File: src/rtl/core/nrmc_pkg.sv
// ----------------------------------------------------------------------------
// nrmc_pkg: shared types and constants of the RMC sentence parser
// Holds the character codes, field positions, result status codes, the
// fixed-point conversion constants and the records passed between stages.
// ----------------------------------------------------------------------------
package nrmc_pkg;

  // Line length limit and number of fraction digits kept per field.
  localparam int MAX_LINE    = 128;
  localparam int FRAC_DIGITS = 4;
  localparam int LC_W        = $clog2(MAX_LINE);

  // Result status codes.
  localparam logic [1:0] ST_VALID     = 2'd0;
  localparam logic [1:0] ST_VOID      = 2'd1;
  localparam logic [1:0] ST_MALFORMED = 2'd2;
  localparam logic [1:0] ST_NOT_RMC   = 2'd3;

  // Character codes.
  localparam logic [7:0] CH_LF    = 8'd10;
  localparam logic [7:0] CH_CR    = 8'd13;
  localparam logic [7:0] CH_COMMA = 8'd44;
  localparam logic [7:0] CH_DOT   = 8'd46;
  localparam logic [7:0] CH_0     = 8'd48;
  localparam logic [7:0] CH_9     = 8'd57;
  localparam logic [7:0] CH_A     = 8'd65;
  localparam logic [7:0] CH_S     = 8'd83;
  localparam logic [7:0] CH_W     = 8'd87;

  // Field positions within the sentence.
  localparam logic [3:0] FLD_ID     = 4'd0;
  localparam logic [3:0] FLD_TIME   = 4'd1;
  localparam logic [3:0] FLD_STATUS = 4'd2;
  localparam logic [3:0] FLD_LAT    = 4'd3;
  localparam logic [3:0] FLD_NS     = 4'd4;
  localparam logic [3:0] FLD_LON    = 4'd5;
  localparam logic [3:0] FLD_EW     = 4'd6;
  localparam logic [3:0] FLD_SPEED  = 4'd7;
  localparam logic [3:0] FLD_COURSE = 4'd8;
  localparam logic [3:0] FLD_LAST   = 4'd15;

  // Range limits of the results.
  localparam longint unsigned TIME_MAX   = 64'd23595999;
  localparam longint unsigned LAT_MAX    = 64'd900000000;
  localparam longint unsigned LON_MAX    = 64'd1800000000;
  localparam longint unsigned SPEED_MAX  = 64'd1852000;
  localparam longint unsigned HEAD_MAX   = 64'd36000;
  localparam longint unsigned DEG_SCALE  = 64'd10000000;

  // Scale of one field value and the saturating width of field values.
  // The width covers the largest value below which any conversion still
  // gives an unclamped result, so saturating there changes no result.
  localparam longint unsigned PW      = 64'd10 ** FRAC_DIGITS;
  localparam longint unsigned CENTI_D = PW / 100;
  localparam int V_W     = $clog2((TIME_MAX + 1) * CENTI_D + 1);
  localparam logic [V_W-1:0] V_CAP = '1;
  localparam int SCALE_W = $clog2(PW + 1);

  // Divide by CENTI_D through a reciprocal (time and heading).
  localparam int T_SH = V_W + $clog2(CENTI_D);
  localparam logic [V_W:0] T_MUL = (V_W+1)'(((64'd1 << T_SH) + CENTI_D - 1) / CENTI_D);

  // Degrees-minutes split and minutes to degrees.
  localparam longint unsigned DEG_D   = 64'd100 * PW;
  localparam longint unsigned DEG_LIM = 64'd1000 * DEG_D;
  localparam int DEG_W = 10;
  localparam int D_SH  = V_W + $clog2(DEG_D);
  localparam logic [V_W:0] D_MUL = (V_W+1)'(((64'd1 << D_SH) + DEG_D - 1) / DEG_D);
  localparam longint unsigned DEG_K = 64'd10 ** (6 - FRAC_DIGITS);
  localparam int M_W   = $clog2(DEG_D);
  localparam int N_W   = $clog2(DEG_D * DEG_K + 4);
  localparam int Q6_SH = N_W + 3;
  localparam logic [N_W:0] Q6_MUL = (N_W+1)'(((64'd1 << Q6_SH) + 5) / 6);

  // Knots to km/h: split at 10*PW, then round the low part.
  localparam longint unsigned SPD_D   = 64'd10 * PW;
  localparam longint unsigned SPD_LIM = 64'd10000 * PW;
  localparam longint unsigned SPD_RND = 64'd5 * PW / 4;
  localparam longint unsigned Q_D     = 64'd10 * PW / 4;
  localparam int VH_W  = 10;
  localparam int VL_W  = $clog2(SPD_D);
  localparam int S1_SH = V_W + $clog2(SPD_D);
  localparam logic [V_W:0] S1_MUL = (V_W+1)'(((64'd1 << S1_SH) + SPD_D - 1) / SPD_D);
  localparam int N2_W  = $clog2(64'd463 * SPD_D + SPD_RND + 1);
  localparam int S2_SH = N2_W + $clog2(Q_D);
  localparam logic [N2_W:0] S2_MUL = (N2_W+1)'(((64'd1 << S2_SH) + Q_D - 1) / Q_D);

  // Per-line flags.
  typedef struct packed {
    logic prefix;
    logic time_ok;
    logic time_bad;
    logic fix;
    logic lat_ok;
    logic lat_s;
    logic lon_ok;
    logic lon_w;
    logic spd_ok;
    logic hdg_ok;
    logic err;
  } flags_t;

  // One finished line with its raw scaled field values.
  typedef struct packed {
    flags_t           flags;
    logic [V_W-1:0]   time_raw;
    logic [V_W-1:0]   lat_raw;
    logic [V_W-1:0]   lon_raw;
    logic [V_W-1:0]   spd_raw;
    logic [V_W-1:0]   hdg_raw;
  } line_t;

  // One line with its converted values.
  typedef struct packed {
    flags_t       flags;
    logic [24:0]  time_c;
    logic [29:0]  lat_mag;
    logic [30:0]  lon_mag;
    logic [20:0]  spd_c;
    logic [15:0]  hdg_c;
  } conv_t;

  // Expected characters of the sentence identifier.
  function automatic logic [7:0] rmc_id_char(input logic [2:0] idx);
    logic [7:0] c;
    case (idx)
      3'd0:    c = 8'h24;
      3'd1:    c = 8'h47;
      3'd2:    c = 8'h50;
      3'd3:    c = 8'h52;
      3'd4:    c = 8'h4D;
      3'd5:    c = 8'h43;
      default: c = 8'h00;
    endcase
    return c;
  endfunction

  // Ten to the power k, for k up to FRAC_DIGITS.
  function automatic logic [SCALE_W-1:0] pow10_scale(input logic [2:0] k);
    logic [SCALE_W-1:0] p;
    p = SCALE_W'(1);
    for (int i = 0; i < FRAC_DIGITS; i++) begin
      if (i < int'(k)) p = SCALE_W'(p * 10);
    end
    return p;
  endfunction

endpackage

File: src/rtl/core/nrmc_line_parser.sv
// ----------------------------------------------------------------------------
// nrmc_line_parser: byte-level field splitter and number accumulator
// Splits a line at commas, accumulates digits of the current field and
// registers the finished line record when LF arrives.
// ----------------------------------------------------------------------------
module nrmc_line_parser (
  input  logic                clk,
  input  logic                rst,
  input  logic                adv,
  input  logic                accept,
  input  logic [7:0]          rx_byte,
  output logic                line_vld,
  output nrmc_pkg::line_t     line_rec
);

  logic [3:0]                    field_number;
  logic [nrmc_pkg::LC_W-1:0]     line_count;
  logic [nrmc_pkg::V_W-1:0]      acc;
  logic [2:0]                    frac_digits;
  logic                          seen_point;
  logic                          id_bad;
  logic [2:0]                    fld_len;
  logic [7:0]                    fld_first;
  logic                          fld_bad;
  nrmc_pkg::line_t               rec;

  logic [2:0]                              scale_k;
  logic [nrmc_pkg::SCALE_W-1:0]            scale_f;
  logic [nrmc_pkg::V_W+nrmc_pkg::SCALE_W-1:0] scaled_wide;
  logic [nrmc_pkg::V_W-1:0]                scaled;
  logic [nrmc_pkg::V_W+3:0]                acc_wide;
  logic [nrmc_pkg::V_W-1:0]                acc_next;
  logic                                    present;
  logic                                    is_digit;
  logic                                    numeric;
  nrmc_pkg::line_t                         rec_fin;

  // Scale the field value to FRAC_DIGITS places and close the field.
  always_comb begin
    scale_k     = 3'(nrmc_pkg::FRAC_DIGITS) - frac_digits;
    scale_f     = nrmc_pkg::pow10_scale(scale_k);
    scaled_wide = (nrmc_pkg::V_W+nrmc_pkg::SCALE_W)'(acc) *
                  (nrmc_pkg::V_W+nrmc_pkg::SCALE_W)'(scale_f);
    scaled      = (scaled_wide > (nrmc_pkg::V_W+nrmc_pkg::SCALE_W)'(nrmc_pkg::V_CAP)) ?
                  nrmc_pkg::V_CAP : nrmc_pkg::V_W'(scaled_wide);
    present     = (fld_len != 3'd0);
    numeric     = (field_number == nrmc_pkg::FLD_LAT) || (field_number == nrmc_pkg::FLD_LON) ||
                  (field_number == nrmc_pkg::FLD_SPEED) ||
                  (field_number == nrmc_pkg::FLD_COURSE);
    rec_fin = rec;
    if (numeric && fld_bad) rec_fin.flags.err = 1'b1;
    case (field_number)
      nrmc_pkg::FLD_ID: begin
        rec_fin.flags.prefix = !id_bad && (fld_len == 3'd6);
      end
      nrmc_pkg::FLD_TIME: begin
        rec_fin.flags.time_ok  = present;
        rec_fin.flags.time_bad = fld_bad;
        rec_fin.time_raw       = scaled;
      end
      nrmc_pkg::FLD_STATUS: begin
        rec_fin.flags.fix = present && (fld_first == nrmc_pkg::CH_A);
      end
      nrmc_pkg::FLD_LAT: begin
        rec_fin.flags.lat_ok = present;
        rec_fin.lat_raw      = scaled;
      end
      nrmc_pkg::FLD_NS: begin
        rec_fin.flags.lat_s = present && (fld_first == nrmc_pkg::CH_S);
      end
      nrmc_pkg::FLD_LON: begin
        rec_fin.flags.lon_ok = present;
        rec_fin.lon_raw      = scaled;
      end
      nrmc_pkg::FLD_EW: begin
        rec_fin.flags.lon_w = present && (fld_first == nrmc_pkg::CH_W);
      end
      nrmc_pkg::FLD_SPEED: begin
        rec_fin.flags.spd_ok = present;
        rec_fin.spd_raw      = scaled;
      end
      nrmc_pkg::FLD_COURSE: begin
        rec_fin.flags.hdg_ok = present;
        rec_fin.hdg_raw      = scaled;
      end
      default: begin
      end
    endcase
  end

  // Next accumulator value for a digit, saturating.
  always_comb begin
    is_digit = rx_byte inside {[nrmc_pkg::CH_0:nrmc_pkg::CH_9]};
    acc_wide = (nrmc_pkg::V_W+4)'(acc) * (nrmc_pkg::V_W+4)'(10) +
               (nrmc_pkg::V_W+4)'(rx_byte - nrmc_pkg::CH_0);
    acc_next = (acc_wide > (nrmc_pkg::V_W+4)'(nrmc_pkg::V_CAP)) ?
               nrmc_pkg::V_CAP : nrmc_pkg::V_W'(acc_wide);
  end

  // Line and field state.
  always_ff @(posedge clk) begin
    if (rst) begin
      field_number <= '0;
      line_count   <= '0;
      acc          <= '0;
      frac_digits  <= '0;
      seen_point   <= 1'b0;
      id_bad       <= 1'b0;
      fld_len      <= '0;
      fld_first    <= '0;
      fld_bad      <= 1'b0;
      rec          <= '0;
    end else if (accept) begin
      if (rx_byte == nrmc_pkg::CH_LF) begin
        field_number <= '0;
        line_count   <= '0;
        acc          <= '0;
        frac_digits  <= '0;
        seen_point   <= 1'b0;
        id_bad       <= 1'b0;
        fld_len      <= '0;
        fld_first    <= '0;
        fld_bad      <= 1'b0;
        rec          <= '0;
      end else if (rx_byte != nrmc_pkg::CH_CR &&
                   line_count < nrmc_pkg::LC_W'(nrmc_pkg::MAX_LINE - 1)) begin
        line_count <= line_count + 1'b1;
        if (rx_byte == nrmc_pkg::CH_COMMA) begin
          rec <= rec_fin;
          if (field_number != nrmc_pkg::FLD_LAST) field_number <= field_number + 1'b1;
          acc         <= '0;
          frac_digits <= '0;
          seen_point  <= 1'b0;
          fld_len     <= '0;
          fld_first   <= '0;
          fld_bad     <= 1'b0;
        end else begin
          if (fld_len == 3'd0) fld_first <= rx_byte;
          if (field_number == nrmc_pkg::FLD_ID) begin
            if (fld_len >= 3'd6 || nrmc_pkg::rmc_id_char(fld_len) != rx_byte) id_bad <= 1'b1;
          end else if (is_digit) begin
            if (!seen_point || frac_digits < 3'(nrmc_pkg::FRAC_DIGITS)) begin
              acc <= acc_next;
              if (seen_point) frac_digits <= frac_digits + 1'b1;
            end
          end else if (rx_byte == nrmc_pkg::CH_DOT) begin
            if (seen_point) fld_bad <= 1'b1;
            seen_point <= 1'b1;
          end else begin
            fld_bad <= 1'b1;
          end
          if (fld_len != 3'd7) fld_len <= fld_len + 1'b1;
        end
      end
    end
  end

  // Finished line record, first pipeline stage.
  always_ff @(posedge clk) begin
    if (rst) begin
      line_vld <= 1'b0;
    end else if (adv) begin
      line_vld <= accept && (rx_byte == nrmc_pkg::CH_LF);
    end
  end

  always_ff @(posedge clk) begin
    if (adv && accept && rx_byte == nrmc_pkg::CH_LF) line_rec <= rec_fin;
  end

endmodule

File: config.mk
export PLATFORM = sky130hd
export DESIGN_NAME = nrmc_line_parser
export DESIGN_NICKNAME = d
export VERILOG_FILES = /design/src/rtl/core/nrmc_pkg.sv /design/src/rtl/core/nrmc_line_parser.sv
export SDC_FILE = /design/constraint.sdc
export NUM_CORES = 2
export LEC_CHECK = 0
export ABC_AREA = 1
export BUFFER_PORTS_ARGS = -buffer_cell sky130_fd_sc_hd__buf_2
export CORE_ASPECT_RATIO = 1.5
export CORE_MARGIN = 2
export CORE_UTILIZATION = 58
export CTS_CLUSTER_SIZE = 25
export DETAILED_ROUTE_END_ITERATION = 16
export PLACE_DENSITY_LB_ADDON = 0.08
export SETUP_SLACK_MARGIN = 0.05
export SLEW_MARGIN = 15
export SYNTH_ARGS = -nofsm -noshare
export SYNTH_HDL_FRONTEND = slang
export SYNTH_SLANG_ARGS = --single-unit
File: constraint.sdc
create_clock -name clk -period 8.9 [get_ports clk]
set_input_delay 0.445 -clock clk [delete_from_list [all_inputs] [get_ports clk]]
set_output_delay 0.445 -clock clk [all_outputs]
set_load 0.02 [all_outputs]
==> run metrics <==
Clock Latency Late Sink=0.59 ns; CTS Buf Count=41; vias after detailed routing=31500; Final Hold Fails=0; post-route setup slack=0.213 ns; drt drc=0; status=finished clean; share of post-route cells with drive strength above 1=16.8%; Final Cycle Share=97.6%; Synth Flop Type=dfxtp_1; R2R cell count=44; Core Area=62200 µm²; Synth warnings=0; routability cong.=1.01; largest net degree at the start of global routing=173; Cells after DPL=5642; Worst Tran Pin Value=1.15 ns; Worst slew margin=23.3%; Tot Pwr=0.00389 W; area leader, netlist=fa_1; Pwr per Cell Area=93.0 nW/µm²; unrepaired setup endpoints after global routing=true; hold_buf cts=0; ant diodes=0; Root Buffer=clkbuf_16; number of global-route vias before repair=31600; max-slew violations=0; Syn Area/Cell=7.77 µm²; Hold Startpoint=adv; register area share after synthesis=26.8%; Reg-to-Reg End=line_rec[72]; critical path's largest stage delay=0.59 ns; Tmin final=8.69 ns; final setup fails=0; CP Launch Type=flip-flop; area grow syn2layout=14.8%; #FFs+latches synth=403; Hold Crit Class=in -> reg; final HPWL from detailed placement=81.9 mm; FF-to-FF setup slack=0.21 ns; Post-Place Setup Slack=-0.333 ns; Max Fclk=115 MHz; EDFF count, synth=171; Core Rows=112; critical path's slowest cell=fa_2; Sink Count=403; CP most frequent cell=nand2_1; Initial Utilization=58.6%; Yosys top cell area share=19.7%; port buffer count=183; Clock transition at path regs=0.06 ns; final cell count without fillers=5745; H-Tree Level Count=2; CP max FO=16; Arrival @ worst endpoint=9.03 ns; max cap viols=0; Die Wd=209 µm; CTS tree=built; CTS Buffer Depth=3; I/O pins=184; Pleak=21.0 nW; DR iter-0 viols=2206; Critical R2R Launch=frac_digits[0]; Total Routing Usage GR=32.2%; initial antenna violation count=0; hold path depth=4; Die Ht=311 µm; Worst VDD drop=0.115 mV; vias per cell=5.49; global-route wire length before repair=165 mm; DR pass1 iterations=5; die area=65000 µm²; NumNets Final=5524; Gate Count Post-Synth=4693; drt total wl=106 mm; worst clock skew=0.0308 ns; Post-Syn Area=36500 µm²; synth top area cells=fa_1 20%, edfxtp_1 14%, dfxtp_1 13%; GRT overflow=0; critical path capture point type=flip-flop; Required @ worst endpoint=9.24 ns; Setup CP Type=reg -> reg; Final Util=67.3%; remaining antenna violation count=0; Worst Hold End=line_vld; distinct cell type count after synthesis=53; worst hold margin=0.162 ns; routed length per instance=18.5 µm; asr flop ratio synth=0%
==> final cells by class <==
cell class                      count  area, µm²
Sequential cell                   403       9780
Inverter                          733       2760
Tap cell                          798        998
Timing Repair Buffer              351       2600
Clock inverter                     12        130
Clock buffer                       63       1170
Fill cell                        5380      20300
Multi-Input combinational cell   3385      24400
==> logic make-up (layout without fill, tap and decap cells) <==
family,Yosys count,after routing,share of synthesized area (%)
buf+inv,908,1159,9.65
compound gates,306,306,4.57
simple gates,2383,2383,28.8
other cells,2,5,0.0206
fa+ha+maj,597,597,27.9
xor+xnor,94,94,2.26
flops,403,403,26.8
==> routing by layer <==
| metal | track usage, % | up-vias | part of all wire [%] |
|---|---|---|---|
| met4 | 16.7 | 0 | 6.0 |
| met2 | 59.9 | 1056 | 52 |
| met1 | 35.6 | 15100 | 37 |
| li1 | - | 15000 | - |
| met5 | 0 | - | 0 |
| met3 | 4.20 | 359 | 5.1 |
==> registers in the layout (all words and copies together) (netlist names) <==
name	count
line_rec	171
rec	171
acc	32
fld_first	8
line_count	7
field_number	4
fld_len	3
frac_digits	3
fld_bad	1
id_bad	1
line_vld	1
seen_point	1
==> synth_stat cells (42+ instances only) <==
master	n
fa_1	359
xor2_1	42
o21ai_0	80
ha_1	238
nand3_1	395
nand2_1	1194
a21oi_1	167
inv_1	715
nand4_1	54
xnor2_1	52
edfxtp_1	171
dfxtp_1	232
or2_2	161
clkbuf_1	104
nor2_1	364
and2_1	163
==> cells in the final DEF (no fill, tap or decap), types with 8 or more instances in the layout <==
cell,Yosys,layout
nand2_1,1194,1128
dfxtp_1,232,230
o21ai_0,80,79
clkbuf_1,104,17
inv_2,13,23
xor2_1,42,41
nand3b_1,8,8
buf_6,0,9
a21oi_1,167,149
and2_4,0,14
a21o_1,8,8
fa_2,0,13
nor2_4,2,32
nor2_2,4,25
clkbuf_16,0,49
nand2_4,0,15
edfxtp_1,171,171
inv_1,715,704
nand2_2,1,52
nor3_1,21,19
o21bai_1,13,10
a21oi_2,1,17
ha_4,0,33
buf_2,21,183
and2_1,163,149
buf_12,0,17
nor2_1,364,313
fa_1,359,346
or2_2,161,160
buf_4,21,131
a31oi_1,9,9
nand3_1,395,381
nand3_2,2,13
ha_1,238,203
nand4_1,54,54
xnor2_1,52,52
==> per-stage QoR <==
stage,TNS (ns),area (µm²)
3_5_place_dp,-67.07,38900
6_report,0,41900
4_1_cts,0,40700
5_1_grt,-17.74,41900
3_3_place_gp,-31.90,38900
2_1_floorplan,0,36500
==> worst max-delay path by stage <==
stage                         from       endpoint  slack [ns]  cells after the start
global route        frac_digits[0]   line_rec[74]       -0.18                     46
detailed placement  frac_digits[0]   line_rec[47]       -0.33                     43
global placement    frac_digits[0]  line_rec[114]       -0.22                     43
finish              frac_digits[0]   line_rec[72]        0.21                     44
floorplan           frac_digits[0]  line_rec[101]        0.06                     49
CTS                 frac_digits[0]   line_rec[42]        0.07                     46
==> worst max-delay path, delay by kind of cell (launching register included) <==
family | cells | cell delay [ns]
adders and majority gates | 11 | 4.56
buffers and inverters | 12 | 1.22
DFF | 1 | 0.34
and+or+nand+nor | 21 | 2.26
==> power breakdown <==
part           total (W)  leakage (nW)  switching [W]  internal [W]
clock            0.00170         0.629       0.000777      0.000924
combinational   0.000273          16.8       0.000174     0.0000990
sequential       0.00192          3.53     0.00000488       0.00192
total            0.00389          21.0       0.000956       0.00294
==> timing repair <==
action	in CTS	in global routing
cloned	2	7
pin swaps	12	100
setup buffers	5	16
resized for setup	83	220
setup endpoints to repair	320	320
No activity file was read; power rests on OpenSTA's default activity.
