## src/rtl/core/nrmc_pkg.sv

```systemverilog
// ----------------------------------------------------------------------------
// nrmc_pkg: shared types and constants of the RMC sentence parser
// Holds the character codes, field positions, result status codes, the
// fixed-point conversion constants and the records passed between stages.
// ----------------------------------------------------------------------------
package nrmc_pkg;

  // Line length limit and number of fraction digits kept per field.
  localparam int MAX_LINE    = 128;
  localparam int FRAC_DIGITS = 4;
  localparam int LC_W        = $clog2(MAX_LINE);

  // Result status codes.
  localparam logic [1:0] ST_VALID     = 2'd0;
  localparam logic [1:0] ST_VOID      = 2'd1;
  localparam logic [1:0] ST_MALFORMED = 2'd2;
  localparam logic [1:0] ST_NOT_RMC   = 2'd3;

  // Character codes.
  localparam logic [7:0] CH_LF    = 8'd10;
  localparam logic [7:0] CH_CR    = 8'd13;
  localparam logic [7:0] CH_COMMA = 8'd44;
  localparam logic [7:0] CH_DOT   = 8'd46;
  localparam logic [7:0] CH_0     = 8'd48;
  localparam logic [7:0] CH_9     = 8'd57;
  localparam logic [7:0] CH_A     = 8'd65;
  localparam logic [7:0] CH_S     = 8'd83;
  localparam logic [7:0] CH_W     = 8'd87;

  // Field positions within the sentence.
  localparam logic [3:0] FLD_ID     = 4'd0;
  localparam logic [3:0] FLD_TIME   = 4'd1;
  localparam logic [3:0] FLD_STATUS = 4'd2;
  localparam logic [3:0] FLD_LAT    = 4'd3;
  localparam logic [3:0] FLD_NS     = 4'd4;
  localparam logic [3:0] FLD_LON    = 4'd5;
  localparam logic [3:0] FLD_EW     = 4'd6;
  localparam logic [3:0] FLD_SPEED  = 4'd7;
  localparam logic [3:0] FLD_COURSE = 4'd8;
  localparam logic [3:0] FLD_LAST   = 4'd15;

  // Range limits of the results.
  localparam longint unsigned TIME_MAX   = 64'd23595999;
  localparam longint unsigned LAT_MAX    = 64'd900000000;
  localparam longint unsigned LON_MAX    = 64'd1800000000;
  localparam longint unsigned SPEED_MAX  = 64'd1852000;
  localparam longint unsigned HEAD_MAX   = 64'd36000;
  localparam longint unsigned DEG_SCALE  = 64'd10000000;

  // Scale of one field value and the saturating width of field values.
  // The width covers the largest value below which any conversion still
  // gives an unclamped result, so saturating there changes no result.
  localparam longint unsigned PW      = 64'd10 ** FRAC_DIGITS;
  localparam longint unsigned CENTI_D = PW / 100;
  localparam int V_W     = $clog2((TIME_MAX + 1) * CENTI_D + 1);
  localparam logic [V_W-1:0] V_CAP = '1;
  localparam int SCALE_W = $clog2(PW + 1);

  // Divide by CENTI_D through a reciprocal (time and heading).
  localparam int T_SH = V_W + $clog2(CENTI_D);
  localparam logic [V_W:0] T_MUL = (V_W+1)'(((64'd1 << T_SH) + CENTI_D - 1) / CENTI_D);

  // Degrees-minutes split and minutes to degrees.
  localparam longint unsigned DEG_D   = 64'd100 * PW;
  localparam longint unsigned DEG_LIM = 64'd1000 * DEG_D;
  localparam int DEG_W = 10;
  localparam int D_SH  = V_W + $clog2(DEG_D);
  localparam logic [V_W:0] D_MUL = (V_W+1)'(((64'd1 << D_SH) + DEG_D - 1) / DEG_D);
  localparam longint unsigned DEG_K = 64'd10 ** (6 - FRAC_DIGITS);
  localparam int M_W   = $clog2(DEG_D);
  localparam int N_W   = $clog2(DEG_D * DEG_K + 4);
  localparam int Q6_SH = N_W + 3;
  localparam logic [N_W:0] Q6_MUL = (N_W+1)'(((64'd1 << Q6_SH) + 5) / 6);

  // Knots to km/h: split at 10*PW, then round the low part.
  localparam longint unsigned SPD_D   = 64'd10 * PW;
  localparam longint unsigned SPD_LIM = 64'd10000 * PW;
  localparam longint unsigned SPD_RND = 64'd5 * PW / 4;
  localparam longint unsigned Q_D     = 64'd10 * PW / 4;
  localparam int VH_W  = 10;
  localparam int VL_W  = $clog2(SPD_D);
  localparam int S1_SH = V_W + $clog2(SPD_D);
  localparam logic [V_W:0] S1_MUL = (V_W+1)'(((64'd1 << S1_SH) + SPD_D - 1) / SPD_D);
  localparam int N2_W  = $clog2(64'd463 * SPD_D + SPD_RND + 1);
  localparam int S2_SH = N2_W + $clog2(Q_D);
  localparam logic [N2_W:0] S2_MUL = (N2_W+1)'(((64'd1 << S2_SH) + Q_D - 1) / Q_D);

  // Per-line flags.
  typedef struct packed {
    logic prefix;
    logic time_ok;
    logic time_bad;
    logic fix;
    logic lat_ok;
    logic lat_s;
    logic lon_ok;
    logic lon_w;
    logic spd_ok;
    logic hdg_ok;
    logic err;
  } flags_t;

  // One finished line with its raw scaled field values.
  typedef struct packed {
    flags_t           flags;
    logic [V_W-1:0]   time_raw;
    logic [V_W-1:0]   lat_raw;
    logic [V_W-1:0]   lon_raw;
    logic [V_W-1:0]   spd_raw;
    logic [V_W-1:0]   hdg_raw;
  } line_t;

  // One line with its converted values.
  typedef struct packed {
    flags_t       flags;
    logic [24:0]  time_c;
    logic [29:0]  lat_mag;
    logic [30:0]  lon_mag;
    logic [20:0]  spd_c;
    logic [15:0]  hdg_c;
  } conv_t;

  // Expected characters of the sentence identifier.
  function automatic logic [7:0] rmc_id_char(input logic [2:0] idx);
    logic [7:0] c;
    case (idx)
      3'd0:    c = 8'h24;
      3'd1:    c = 8'h47;
      3'd2:    c = 8'h50;
      3'd3:    c = 8'h52;
      3'd4:    c = 8'h4D;
      3'd5:    c = 8'h43;
      default: c = 8'h00;
    endcase
    return c;
  endfunction

  // Ten to the power k, for k up to FRAC_DIGITS.
  function automatic logic [SCALE_W-1:0] pow10_scale(input logic [2:0] k);
    logic [SCALE_W-1:0] p;
    p = SCALE_W'(1);
    for (int i = 0; i < FRAC_DIGITS; i++) begin
      if (i < int'(k)) p = SCALE_W'(p * 10);
    end
    return p;
  endfunction

endpackage

```

## src/rtl/core/nrmc_result.sv

```systemverilog
// ----------------------------------------------------------------------------
// nrmc_result: line status decision, fix holds and output register
// Classifies each converted line, updates the held fix on a valid line
// and registers the result word.
// ----------------------------------------------------------------------------
module nrmc_result (
  input  logic                clk,
  input  logic                rst,
  input  logic                adv,
  input  logic                in_vld,
  input  nrmc_pkg::conv_t     in_rec,
  output logic                out_valid,
  output logic [1:0]          status,
  output logic [24:0]         utc_time_centi,
  output logic signed [30:0]  latitude_e7,
  output logic signed [31:0]  longitude_e7,
  output logic [20:0]         speed_kmh_centi,
  output logic [15:0]         heading_centi
);

  logic [24:0]         time_hold, time_hold_next;
  logic signed [30:0]  lat_hold, lat_hold_next;
  logic signed [31:0]  lon_hold, lon_hold_next;
  logic [20:0]         speed_hold, speed_hold_next;
  logic [15:0]         heading_hold, heading_hold_next;
  logic [1:0]          status_next;
  logic [24:0]         time_out;

  // Status decision and hold update.
  always_comb begin
    time_hold_next    = time_hold;
    lat_hold_next     = lat_hold;
    lon_hold_next     = lon_hold;
    speed_hold_next   = speed_hold;
    heading_hold_next = heading_hold;
    time_out          = time_hold;
    if (!in_rec.flags.prefix) begin
      status_next = nrmc_pkg::ST_NOT_RMC;
    end else if (!in_rec.flags.time_ok || in_rec.flags.time_bad) begin
      status_next = nrmc_pkg::ST_MALFORMED;
    end else if (!in_rec.flags.fix) begin
      status_next = nrmc_pkg::ST_VOID;
      time_out    = in_rec.time_c;
    end else if (!in_rec.flags.lat_ok || !in_rec.flags.lon_ok || in_rec.flags.err) begin
      status_next = nrmc_pkg::ST_MALFORMED;
    end else begin
      status_next    = nrmc_pkg::ST_VALID;
      time_hold_next = in_rec.time_c;
      lat_hold_next  = in_rec.flags.lat_s ? -$signed({1'b0, in_rec.lat_mag}) :
                                             $signed({1'b0, in_rec.lat_mag});
      lon_hold_next  = in_rec.flags.lon_w ? -$signed({1'b0, in_rec.lon_mag}) :
                                             $signed({1'b0, in_rec.lon_mag});
      if (in_rec.flags.spd_ok) speed_hold_next = in_rec.spd_c;
      if (in_rec.flags.hdg_ok) heading_hold_next = in_rec.hdg_c;
      time_out = in_rec.time_c;
    end
  end

  // Holds and output word.
  always_ff @(posedge clk) begin
    if (rst) begin
      out_valid    <= 1'b0;
      time_hold    <= '0;
      lat_hold     <= '0;
      lon_hold     <= '0;
      speed_hold   <= '0;
      heading_hold <= '0;
    end else if (adv) begin
      out_valid <= in_vld;
      if (in_vld) begin
        time_hold    <= time_hold_next;
        lat_hold     <= lat_hold_next;
        lon_hold     <= lon_hold_next;
        speed_hold   <= speed_hold_next;
        heading_hold <= heading_hold_next;
      end
    end
  end

  always_ff @(posedge clk) begin
    if (adv && in_vld) begin
      status          <= status_next;
      utc_time_centi  <= time_out;
      latitude_e7     <= lat_hold_next;
      longitude_e7    <= lon_hold_next;
      speed_kmh_centi <= speed_hold_next;
      heading_centi   <= heading_hold_next;
    end
  end

endmodule

```

## config.mk

```make
export PLATFORM = sky130hd
export DESIGN_NAME = nrmc_result
export DESIGN_NICKNAME = d
export VERILOG_FILES = /design/src/rtl/core/nrmc_pkg.sv /design/src/rtl/core/nrmc_result.sv
export SDC_FILE = /design/constraint.sdc
export NUM_CORES = 1
export LEC_CHECK = 0
export ABC_AREA = 1
export ABC_CLOCK_PERIOD_IN_PS = 6440
export BUFFER_PORTS_ARGS = -buffer_cell sky130_fd_sc_hd__buf_2
export CAP_MARGIN = 20
export CORE_MARGIN = 1.5
export CORE_UTILIZATION = 55
export CTS_CLUSTER_DIAMETER = 120
export DETAILED_ROUTE_END_ITERATION = 8
export GPL_ROUTABILITY_DRIVEN = 1
export PLACE_DENSITY_LB_ADDON = 0.08
export SETUP_SLACK_MARGIN = 0.3
export SLEW_MARGIN = 20
export SYNTH_ARGS = -nofsm -noshare
export SYNTH_HDL_FRONTEND = slang
export SYNTH_SLANG_ARGS = --single-unit
export TNS_END_PERCENT = 10
```

## constraint.sdc

```tcl
create_clock -name clk -period 6.44 [get_ports clk]
set_input_delay 1.288 -clock clk [delete_from_list [all_inputs] [get_ports clk]]
set_output_delay 1.288 -clock clk [all_outputs]
set_load 0.02 [all_outputs]
```

==> results of run 1 <==
how the worst max path moves through the flow:
stage | start | endpoint | slack [ns]
2_1_floorplan | adv | heading_centi[0] | 0.58
3_3_place_gp | in_rec[132] | speed_hold[20] | 2.32
3_5_place_dp | in_rec[132] | speed_hold[6] | 2.26
4_1_cts | in_rec[129] | speed_hold[14] | 2.78
5_1_grt | in_rec[127] | speed_hold[14] | 2.47
6_report | in_rec[129] | speed_hold[14] | 2.77
report_power, final:
| group | internal (mW) | switching [mW] | total (mW) | leakage, nW |
|---|---|---|---|---|
| logic | 0.123 | 0.241 | 0.364 | 4.09 |
| clock network | 0.971 | 0.649 | 1.62 | 0.453 |
| registers | 1.75 | 0.0169 | 1.77 | 2.28 |
layout make-up:
| cell class | instances | share of cell area (%) |
|---|---|---|
| sequential | 253 | 44.5 |
| antenna | 9 | 0.158 |
| clock buffer | 34 | 5.15 |
| inverter | 203 | 5.41 |
| tap | 275 | 2.42 |
| clock inverter | 16 | 1.41 |
| multi-input combinational | 878 | 31.2 |
| timing repair buffer | 272 | 9.75 |
sequential cells by signal, summed over array words and instances, names as in the netlist:
signal	count
latitude_e7	31
longitude_e7	32
status	2
speed_kmh_centi	21
heading_centi	16
utc_time_centi	25
lat_hold	31
heading_hold	16
lon_hold	32
out_valid	1
time_hold	25
speed_hold	21
worst min-delay path, cell delays in order, from the launching register on:
cell and delay (ns):
dfxtp_1 0.30, inv_1 0.05, a21oi_1 0.05
cells by family (layout without fill, tap and decap cells):
family	after synthesis	in the layout	share of synthesized area, %
AND/OR/NAND/NOR	520	520	18.2
AO/OA/AOI/OAI	298	298	14.1
buffers and inverters	270	525	9.21
flip-flops	253	253	53.4
XOR/XNOR	33	33	2.44
multiplexers	25	25	2.37
adder cells (fa/ha/maj)	2	2	0.211
other	0	9	0
synth_stat cells, types with 8 or more instances:
library cell,number
nand2_1,208
edfxtp_1,127
a21oi_1,93
nand3_1,71
buf_2,22
xor2_1,28
o21ai_0,99
a21oi_2,37
nor2_1,209
inv_1,199
mux2_2,25
a211oi_1,8
o21ai_1,51
clkbuf_1,36
dfxtp_1,126
metal layers:
| metal | GRT usage [%] | wire length (um) |
|---|---|---|
| met5 | 0 | 38 |
| met4 | 7.50 | 614 |
| met3 | 5.06 | 1920 |
| met2 | 44.0 | 14100 |
| met1 | 32.0 | 12800 |
==> parameters.txt, run 1 <==
Parameter                              Value

Outcome
  Run status ... finished clean

Worst setup path
  Worst-case reg-to-reg path depth ... 3
  Worst Path Max Fanout ... 79
  Capture point of the worst reg-to-reg path ... latitude_e7[22]
  Crit-path slowest cell ... inv_4
  Critical path capture point type ... flop
  Cell repeated most along the worst path ... nor2_1
  CP required ... 6.87 ns
  Launch point of the worst reg-to-reg path ... lat_hold[22]
  Total stage count of the critical path ... 10
  Worst path cell trace ... buf_2 > nand2_1 > nor2_1 > nand3_4 > inv_4 > nand2_4 > nor2_1 > a21oi_2 > o21ai_1 > inv_1
  Sort of element at the start of the critical path ... primary input
  Flop2flop setup slack ... 5.43 ns
  Crit-path leading delay family ... simple AND/OR/NAND/NOR gates
  CP arrival ... 4.10 ns
  Crit-path max cell delay ... 0.85 ns
  Buffers plus inverters on the worst setup path ... 3
  Worst Setup Path Type ... primary input to flop

Clock network
  Total number of clock tree sinks ... 253
  # hold bufs at CTS ... 0
  Post-CTS Setup Repair Bufs ... 0
  Clock root buffer master ... clkbuf_16
  Worst-Skew Late Latency ... 0.53 ns
  CTS tree ... yes
  Post-cts resize count ... 0
  Maximum number of buffers from clock root to sink ... 3
  Deepest level of the CTS H-tree ... 1
  Clock transition at the registers of the reported paths ... 0.06 ns
  Number of buffers added by the clock tree synthesis step ... 27

Drt
  Starting DRT DRC Count ... 574
  Remaining design rule violation count ... 0
  Vias ... 9,918
  Drt pass-1 iters ... 5
  Via-per-instance ratio ... 5.11
  Post-Route WL ... 29,400 um
  Avg WL per Cell ... 15.2 um
  Detail Route Antenna Nets ... 0

Logic synthesis
  #FFs+latches synth ... 253
  Share of Yosys cell area claimed by the top area cell type ... 32.2%
  Distinct cells, synth ... 38
  Leading register cell type out of synthesis ... edfxtp_1
  Leading post-synthesis cells by cell area ... edfxtp_1, dfxtp_1, nor2_1, nand2_1, inv_1
  Net Count, Synth ... 1,541
  Number of enable flip-flop cells after synthesis ... 127
  Synth Warn # ... 0
  Fraction of synthesis flops using an asynchronous set or reset pin ... 0%
  Netlist area before placement ... 11,900 um^2
  Leading area contributor after synthesis ... edfxtp_1
  Average footprint of a synthesized cell ... 8.46 um^2
  Sequential cell area fraction in the yosys report ... 53.4%
  Number of instances in the synthesized netlist ... 1,401

Power and ir drop
  Power density over cell area ... 264 nW/um^2
  VDD IR-drop max ... 0.198 mV
  Leak pwr ... 6.82 nW
  Power consumption ... 3.75 mW

Finish
  Post-route cell area ... 14,200 um^2
  Share of final-layout standard cells stronger than drive strength 1 ... 24.0%
  Register Area ... 6340 um^2
  Most common cell after layout, fill and taps aside ... buf_2
  Top library cells by usage in the layout, fill and taps aside ... buf_2, nor2_1, nand2_1
  Area of the multi-input gates ... 4430 um^2
  Post-layout util ... 67.4%
  Non-filler cells in the finished layout ... 1,940
  Final-layout fill cell count ... 1,805
  Area overhead of the layout relative to synthesis ... 19.9%
  Nets ... 1,775

Run
  Max_cap viols ... 0

Timing
  Final Hold Vio Count ... 0
  Timing-limited maximum frequency ... 0.272 GHz
  Slew Limit Headroom ... 39.2%
  Unrepaired setup endpoints after global routing ... no
  Worst clock skew on the final layout ... 0.00749 ns
  Worst Hold Slack ... 0.447 ns
  Slack of the critical path ... 2.77 ns
  Transition time of the tightest slew-check pin ... 0.911 ns
  Min Clock Period, post-route ... 3.67 ns
  Fraction of the cycle the final worst path needs ... 57.0%
  Total of endpoints with negative setup slack in the final report ... 0
  Total Negative Setup Slacks ... 0 ns
  Number of max-slew violations in the final report ... 0

Placed design
  Dpl hpwl ... 19,800 um
  Gpl congestion ... 0.914
  DP Area ... 13,300 um^2
  Total of buffers placed on input and output ports ... 265
  Post-placement setup slack ... 2.26 ns
  Cell Count Post-Placement ... 1,881

Die
  Placement Rows ... 53
  Starting utilization of the core area ... 56.2%
  Area of the placeable core ... 21,100 um^2
  Die boundary height ... 150 um
  Horiz. Die Dim ... 150 um
  DIE AREA ... 22,500 um^2
  I/O pin count ... 266

Min path
  Min-Delay Endpoint ... lat_hold[1]
  Hold path startpoint ... lat_hold[1]
  Hold path cells ... 2
  Type of the worst min-delay path ... flop to flop

GRT
  Global-route wire length before repair ... 45,400 um
  Final global-route overflow total ... 0
  Vias in the first global route ... 9,271
  Antenna violations before repair ... 11
  Combined global-route utilization of all metal layers ... 25.4%
  Largest net degree at the start of global routing ... 87
Note: power is estimated with default switching activity, not from simulation.
==> inputs of run 2 (changes only) <==
Settings changed: ABC_CLOCK_PERIOD_IN_PS 6440 to 3000, CORE_UTILIZATION 55 to 49.
Clock period 6.44 ns to 3 ns, I/O delays scaled along.
==> run 2 against run 1 <==
Register-to-register slack got worse by 3.4 ns. Combinational power rose by 120%. Global-route usage fell by 2.5 points. Non-clock buffer count rose by 10. Sequential cell count did not move. Critical path depth fell by 9. Largest cell class unchanged. Largest power group unchanged.
==> parameters.txt, run 2 (same netlist as run 1, synthesis figures left out) <==
Parameter                              Value

Drt
  Post-Route WL ... 29,400 um
  Met3 Routed Length ... 1990 um
  Drt pass-1 iters ... 7
  Vias ... 9,954
  Via-per-instance ratio ... 5.00
  Uppermost routed layer ... met5
  Metal1 wirelength ... 12,700 um
  Avg WL per Cell ... 14.8 um
  Remaining design rule violation count ... 0
  Starting DRT DRC Count ... 583
  Amount of wire on met2 after detailed routing ... 14,000 um
  Detail Route Antenna Nets ... 0

Worst setup path
  Crit-path slowest cell ... edfxtp_1
  Capture point of the worst reg-to-reg path ... latitude_e7[22]
  CP required ... 2.40 ns
  Launch point of the worst reg-to-reg path ... lat_hold[22]
  Worst Setup Path Type ... flop to output port
  Worst path cell trace ... buf_2
  Total stage count of the critical path ... 1
  Critical path capture point type ... output port
  Sort of element at the start of the critical path ... flop
  Crit-path leading delay family ... flip-flops
  Buffers plus inverters on the worst setup path ... 1
  Flop2flop setup slack ... 2.04 ns
  Worst Path Max Fanout ... 1
  CP arrival ... 1.14 ns
  Worst-case reg-to-reg path depth ... 3
  Crit-path max cell delay ... 0.43 ns

Timing
  Total Negative Setup Slacks ... 0 ns
  Unrepaired setup endpoints after global routing ... no
  Slew Limit Headroom ... 40.6%
  Total of endpoints with negative setup slack in the final report ... 0
  Min Clock Period, post-route ... 1.74 ns
  Timing-limited maximum frequency ... 0.576 GHz
  Final Hold Vio Count ... 0
  Transition time of the tightest slew-check pin ... 0.892 ns
  Worst clock skew on the final layout ... 0.00729 ns
  Fraction of the cycle the final worst path needs ... 57.9%
  Number of max-slew violations in the final report ... 0

Clock network
  Post-CTS Setup Repair Bufs ... 0
  Deepest level of the CTS H-tree ... 1
  CTS tree ... yes
  Total number of clock tree sinks ... 253
  Clock transition at the registers of the reported paths ... 0.06 ns
  Maximum number of buffers from clock root to sink ... 3
  Worst-Skew Late Latency ... 0.52 ns
  Number of buffers added by the clock tree synthesis step ... 27
  # hold bufs at CTS ... 0
  Post-cts resize count ... 0
  Clock root buffer master ... clkbuf_16

Die
  Die boundary height ... 159 um
  DIE AREA ... 25,100 um^2
  I/O pin count ... 266
  Starting utilization of the core area ... 50.2%
  Area of the placeable core ... 23,600 um^2
  Horiz. Die Dim ... 159 um
  Placement Rows ... 56

Finish
  Share of final-layout standard cells stronger than drive strength 1 ... 24.4%
  Registers with the most flip-flops ... lon_hold: 32 flops, longitude_e7: 32 flops
  Nets ... 1,785
  Area of the multi-input gates ... 4430 um^2
  Register Area ... 6340 um^2
  Final-layout fill cell count ... 2,180
  Top library cells by usage in the layout, fill and taps aside ... buf_2, nor2_1, nand2_1
  Post-route cell area ... 14,300 um^2
  Area overhead of the layout relative to synthesis ... 20.5%
  Most common cell after layout, fill and taps aside ... buf_2
  Post-layout util ... 60.5%

Placed design
  DP Area ... 13,400 um^2
  Total of buffers placed on input and output ports ... 265
  Dpl hpwl ... 20,200 um
  Gpl congestion ... 0.965

GRT
  Antenna violations before repair ... 9
  Final global-route overflow total ... 0
  Vias in the first global route ... 9,086
  Global-route wire length before repair ... 45,300 um
  Largest net degree at the start of global routing ... 78
  Combined global-route utilization of all metal layers ... 22.9%

Min path
  Type of the worst min-delay path ... primary input to flop
  Hold path cells ... 3
  Min-Delay Endpoint ... time_hold[13]
  Hold path startpoint ... in_rec[111]

Run
  Max_cap viols ... 0

Power and ir drop
  Leak pwr ... 6.84 nW
  Power density over cell area ... 544 nW/um^2
  VDD IR-drop max ... 0.346 mV

Outcome
  Run status ... finished clean
-- run 2: changes by cell type in the layout (fill, tap and decap cells not counted), sizes merged --
cell / before / now
inv: 204 / 202
clkinv: 9 / 6
diode: 9 / 7
bufinv: 4 / 0
clkbuf: 34 / 42
buf: 272 / 282
-- run 2: stage by stage --
step / instances / power (mW) / setup WS (ns) / hold WS [ns]
floorplan: 1401 / 4.36 / 0.576 / 0.425
global placement: 1935 / 4.64 / 0.792 / 0.437
detailed placement: 1935 / 4.66 / 0.757 / 0.443
CTS: 1984 / 7.85 / 1.25 / 0.308
global route: 1987 / 8.08 / 1.11 / 0.318
finish: 1991 / 7.77 / 1.26 / 0.321
-- run 2: area by class of cell --
| type | count | area share [%] |
|---|---|---|
| flip-flops and latches | 253 | 44.3 |
| multi-input cells | 878 | 31.0 |
| diodes | 7 | 0.123 |
| well taps | 319 | 2.79 |
| clock inverters | 7 | 0.271 |
| inverters | 203 | 5.38 |
| repair buffers | 282 | 10.3 |
| clock buffers | 42 | 5.75 |
-- run 2: how the worst max path moves through the flow --
| stage | slack, ns | endpoint | start |
|---|---|---|---|
| final | 1.26 | latitude_e7[21] | latitude_e7[21] |
| after global routing | 1.11 | lat_hold[30] | in_rec[68] |
| after CTS | 1.25 | latitude_e7[21] | latitude_e7[21] |
| after detailed placement | 0.76 | latitude_e7[28] | in_rec[68] |
| after global placement | 0.79 | speed_hold[16] | in_rec[129] |
| after floorplan | 0.58 | heading_centi[0] | adv |
-- run 2: tightest hold or removal path, cell delays in order --
cell and delay (ns):
buf_2 0.08, nor2_1 0.04, nor2_1 0.08
-- run 2: where the power goes --
group / internal [mW] / switching, mW
registers: 3.76 / 0.0356
logic: 0.271 / 0.516
clock network: 1.87 / 1.31
total: 5.91 / 1.87
-- run 2: routing by layer --
| layer | vias up | track usage (%) |
|---|---|---|
| met1 | 4550 | 28.9 |
| met4 | 4 | 7.88 |
| met2 | 280 | 38.8 |
| li1 | 5062 | - |
| met3 | 58 | 5.12 |
| met5 | - | 0 |
==> inputs of run 3 (changes only) <==
Settings changed: ABC_AREA 1 to 0, ABC_CLOCK_PERIOD_IN_PS 3000 to 1400.
Clock period 3 ns to 1.4 ns, I/O delays scaled along.
==> run 3 against run 2 <==
The flow now finishes with violations (setup timing). Largest cell class unchanged. Largest power group unchanged. Count of clock-buffer cells in the layout down 6. Worst hold slack worse by 0.32 ns. Die area down 6.3%. Critical path depth up 6. Sequential power up 110%.
==> parameters.txt, run 3 <==
Parameter                              Value

Timing
  Unrepaired setup endpoints after global routing ... yes
  Fraction of the cycle the final worst path needs ... 136%
  Final Hold Vio Count ... 0
  Min Clock Period, post-route ... 1.90 ns
  Slew Limit Headroom ... 73.3%
  Worst Hold Slack ... 0.00449 ns
  Total of endpoints with negative setup slack in the final report ... 80
  Number of max-slew violations in the final report ... 0
  Timing-limited maximum frequency ... 0.527 GHz
  Worst clock skew on the final layout ... 0.0103 ns
  Transition time of the tightest slew-check pin ... 0.398 ns
  Slack of the critical path ... -0.497 ns

Min path
  Hold path startpoint ... in_rec[98]
  Hold path cells ... 3
  Type of the worst min-delay path ... primary input to flop
  Min-Delay Endpoint ... time_hold[0]

Die
  Area of the placeable core ... 22,000 um^2
  Horiz. Die Dim ... 154 um
  Starting utilization of the core area ... 50.4%
  I/O pin count ... 266
  Die boundary height ... 154 um
  Placement Rows ... 54
  DIE AREA ... 23,600 um^2

Logic synthesis
  Number of instances in the synthesized netlist ... 1,070
  Leading post-synthesis cells by cell area ... edfxtp_1, dfxtp_1, nand2_1, mux2_2, xor2_1
  Sequential cell area fraction in the yosys report ... 57.1%
  Leading area contributor after synthesis ... edfxtp_1
  Share of Yosys cell area claimed by the top area cell type ... 34.4%
  Distinct cells, synth ... 49
  Net Count, Synth ... 1,210
  #FFs+latches synth ... 253
  Fraction of synthesis flops using an asynchronous set or reset pin ... 0%
  Leading register cell type out of synthesis ... edfxtp_1
  Number of enable flip-flop cells after synthesis ... 127
  Synth Warn # ... 0
  Average footprint of a synthesized cell ... 10.4 um^2
  Netlist area before placement ... 11,100 um^2
  Commonest cells in the netlist ... nand2_1, edfxtp_1, dfxtp_1
  Most common cell in the netlist ... nand2_1

Outcome
  Run status ... finished, violations left
  Failing checks ... setup timing

Drt
  Post-Route WL ... 33,400 um
  Via-per-instance ratio ... 5.48
  Remaining design rule violation count ... 0
  Avg WL per Cell ... 18.1 um
  Detail Route Antenna Nets ... 0
  Drt pass-1 iters ... 5
  Starting DRT DRC Count ... 453
  Vias ... 10,121

Power and ir drop
  VDD IR-drop max ... 0.888 mV
  Power density over cell area ... 937 nW/um^2
  Power consumption ... 16.5 mW
  Leak pwr ... 7.08 nW

Worst setup path
  Sort of element at the start of the critical path ... primary input
  Worst Setup Path Type ... primary input to flop
  Worst Path Max Fanout ... 5
  CP required ... 1.70 ns
  Critical path capture point type ... flop
  Flop2flop setup slack ... 0.49 ns
  Launch point of the worst reg-to-reg path ... lon_hold[27]
  Capture point of the worst reg-to-reg path ... lon_hold[27]
  CP arrival ... 2.19 ns
  Worst-case reg-to-reg path depth ... 4

Clock network
  Worst-Skew Late Latency ... 0.54 ns
  Deepest level of the CTS H-tree ... 1
  Total number of clock tree sinks ... 253
  Clock root buffer master ... clkbuf_16
  CTS tree ... yes
  Maximum number of buffers from clock root to sink ... 3
  Clock transition at the registers of the reported paths ... 0.06 ns
  Number of buffers added by the clock tree synthesis step ... 27

Finish
  Nets ... 1,682
  Most common cell after layout, fill and taps aside ... nand2_1
  Post-route cell area ... 17,600 um^2
  Share of final-layout standard cells stronger than drive strength 1 ... 46.8%
  Top library cells by usage in the layout, fill and taps aside ... nand2_1, buf_4, buf_2
  Area overhead of the layout relative to synthesis ... 58.9%
  Registers with the most flip-flops ... lon_hold: 32 flops, longitude_e7: 32 flops

GRT
  Antenna violations before repair ... 3
  Vias in the first global route ... 10,085
  Final global-route overflow total ... 0
  Global-route wire length before repair ... 51,500 um
  Largest net degree at the start of global routing ... 77
  Combined global-route utilization of all metal layers ... 27.0%

Placed design
  DP Area ... 14,000 um^2
  Total of buffers placed on input and output ports ... 265
  Dpl hpwl ... 20,300 um
  Post-placement setup slack ... -1.19 ns
  Gpl congestion ... 0.849

Run
  Max_cap viols ... 0
## run 3: changes by cell type after synthesis, sizes merged, moves of 18 or more
cell | previous run | this run
a21oi | 130 | 72
xor2 | 28 | 47
inv | 202 | 11
clkbuf | 36 | 70
mux2 | 25 | 65
buf | 31 | 4
nand3 | 72 | 9
nor2 | 215 | 63
a211oi | 8 | 49
o41ai | 0 | 18
o21ai | 151 | 69
## run 3: through the flow
step                utilization [%]  instances  TNS [ns]
floorplan                         -       1070   -319.16
CTS                            76.7       1833    -18.08
detailed placement             63.8       1720   -133.35
global route                   80.1       1845    -25.76
finish                         80.1       1846    -21.57
global placement               63.8       1720   -133.64
## run 3: power breakdown
| group | internal (mW) | total (mW) | switching (mW) |
|---|---|---|---|
| Clock | 3.61 | 6.50 | 2.90 |
| Combinational | 1.04 | 2.08 | 1.05 |
| Sequential | 7.89 | 7.95 | 0.0638 |
| Total | 12.5 | 16.5 | 4.01 |
## run 3: worst max-delay path by stage
stage | start | to | slack [ns]
floorplan | adv | lon_hold[24] | -2.01
global placement | in_rec[83] | latitude_e7[23] | -1.15
detailed placement | in_rec[83] | latitude_e7[21] | -1.19
CTS | in_rec[74] | latitude_e7[23] | -0.48
global route | in_rec[45] | lon_hold[29] | -0.51
finish | in_rec[74] | latitude_e7[21] | -0.50
## run 3: what timing repair did
item,in CTS,in global routing
hold endpoints to repair,53,0
endpoints found under the setup margin,368,370
hold buffers,53,0
buffers inserted,10,10
pin swaps,101,89
resized for setup,405,164
## run 3: worst max-delay path, cell delays in order
cell and delay [ns]:
buf_6 0.09, or4_4 0.54, or4b_4 0.57, buf_6 0.17, o31ai_4 0.24, xor2_1 0.20, o21ai_1 0.09
## run 3: final cells by class
cell class	count	area, um^2
sequential	253	6340
multi-input combinational	732	5690
timing repair buffer	517	4410
fill	1298	4380
clock buffer	36	719
tap	280	350
clock inverter	14	75.1
inverter	11	48.8
antenna	3	7.51
## run 3: cells by family (layout without fill, tap and decap cells)
kind of cell	count (synthesis)	count (layout)	share of synthesized area, %
fa+ha+maj	2	2	0.225
flops	253	253	57.1
simple gates	360	360	14.6
buf+inv	85	578	2.90
compound gates	246	246	14.0
xor+xnor	56	56	4.42
mux	68	68	6.86
other cells	0	3	0
## run 3: layer usage
metal  track usage, %  share of wire [%]
met3             4.96                6.0
met5                0                  0
met2             46.3                 50
met1             33.9                 40
met4             10.8                3.6
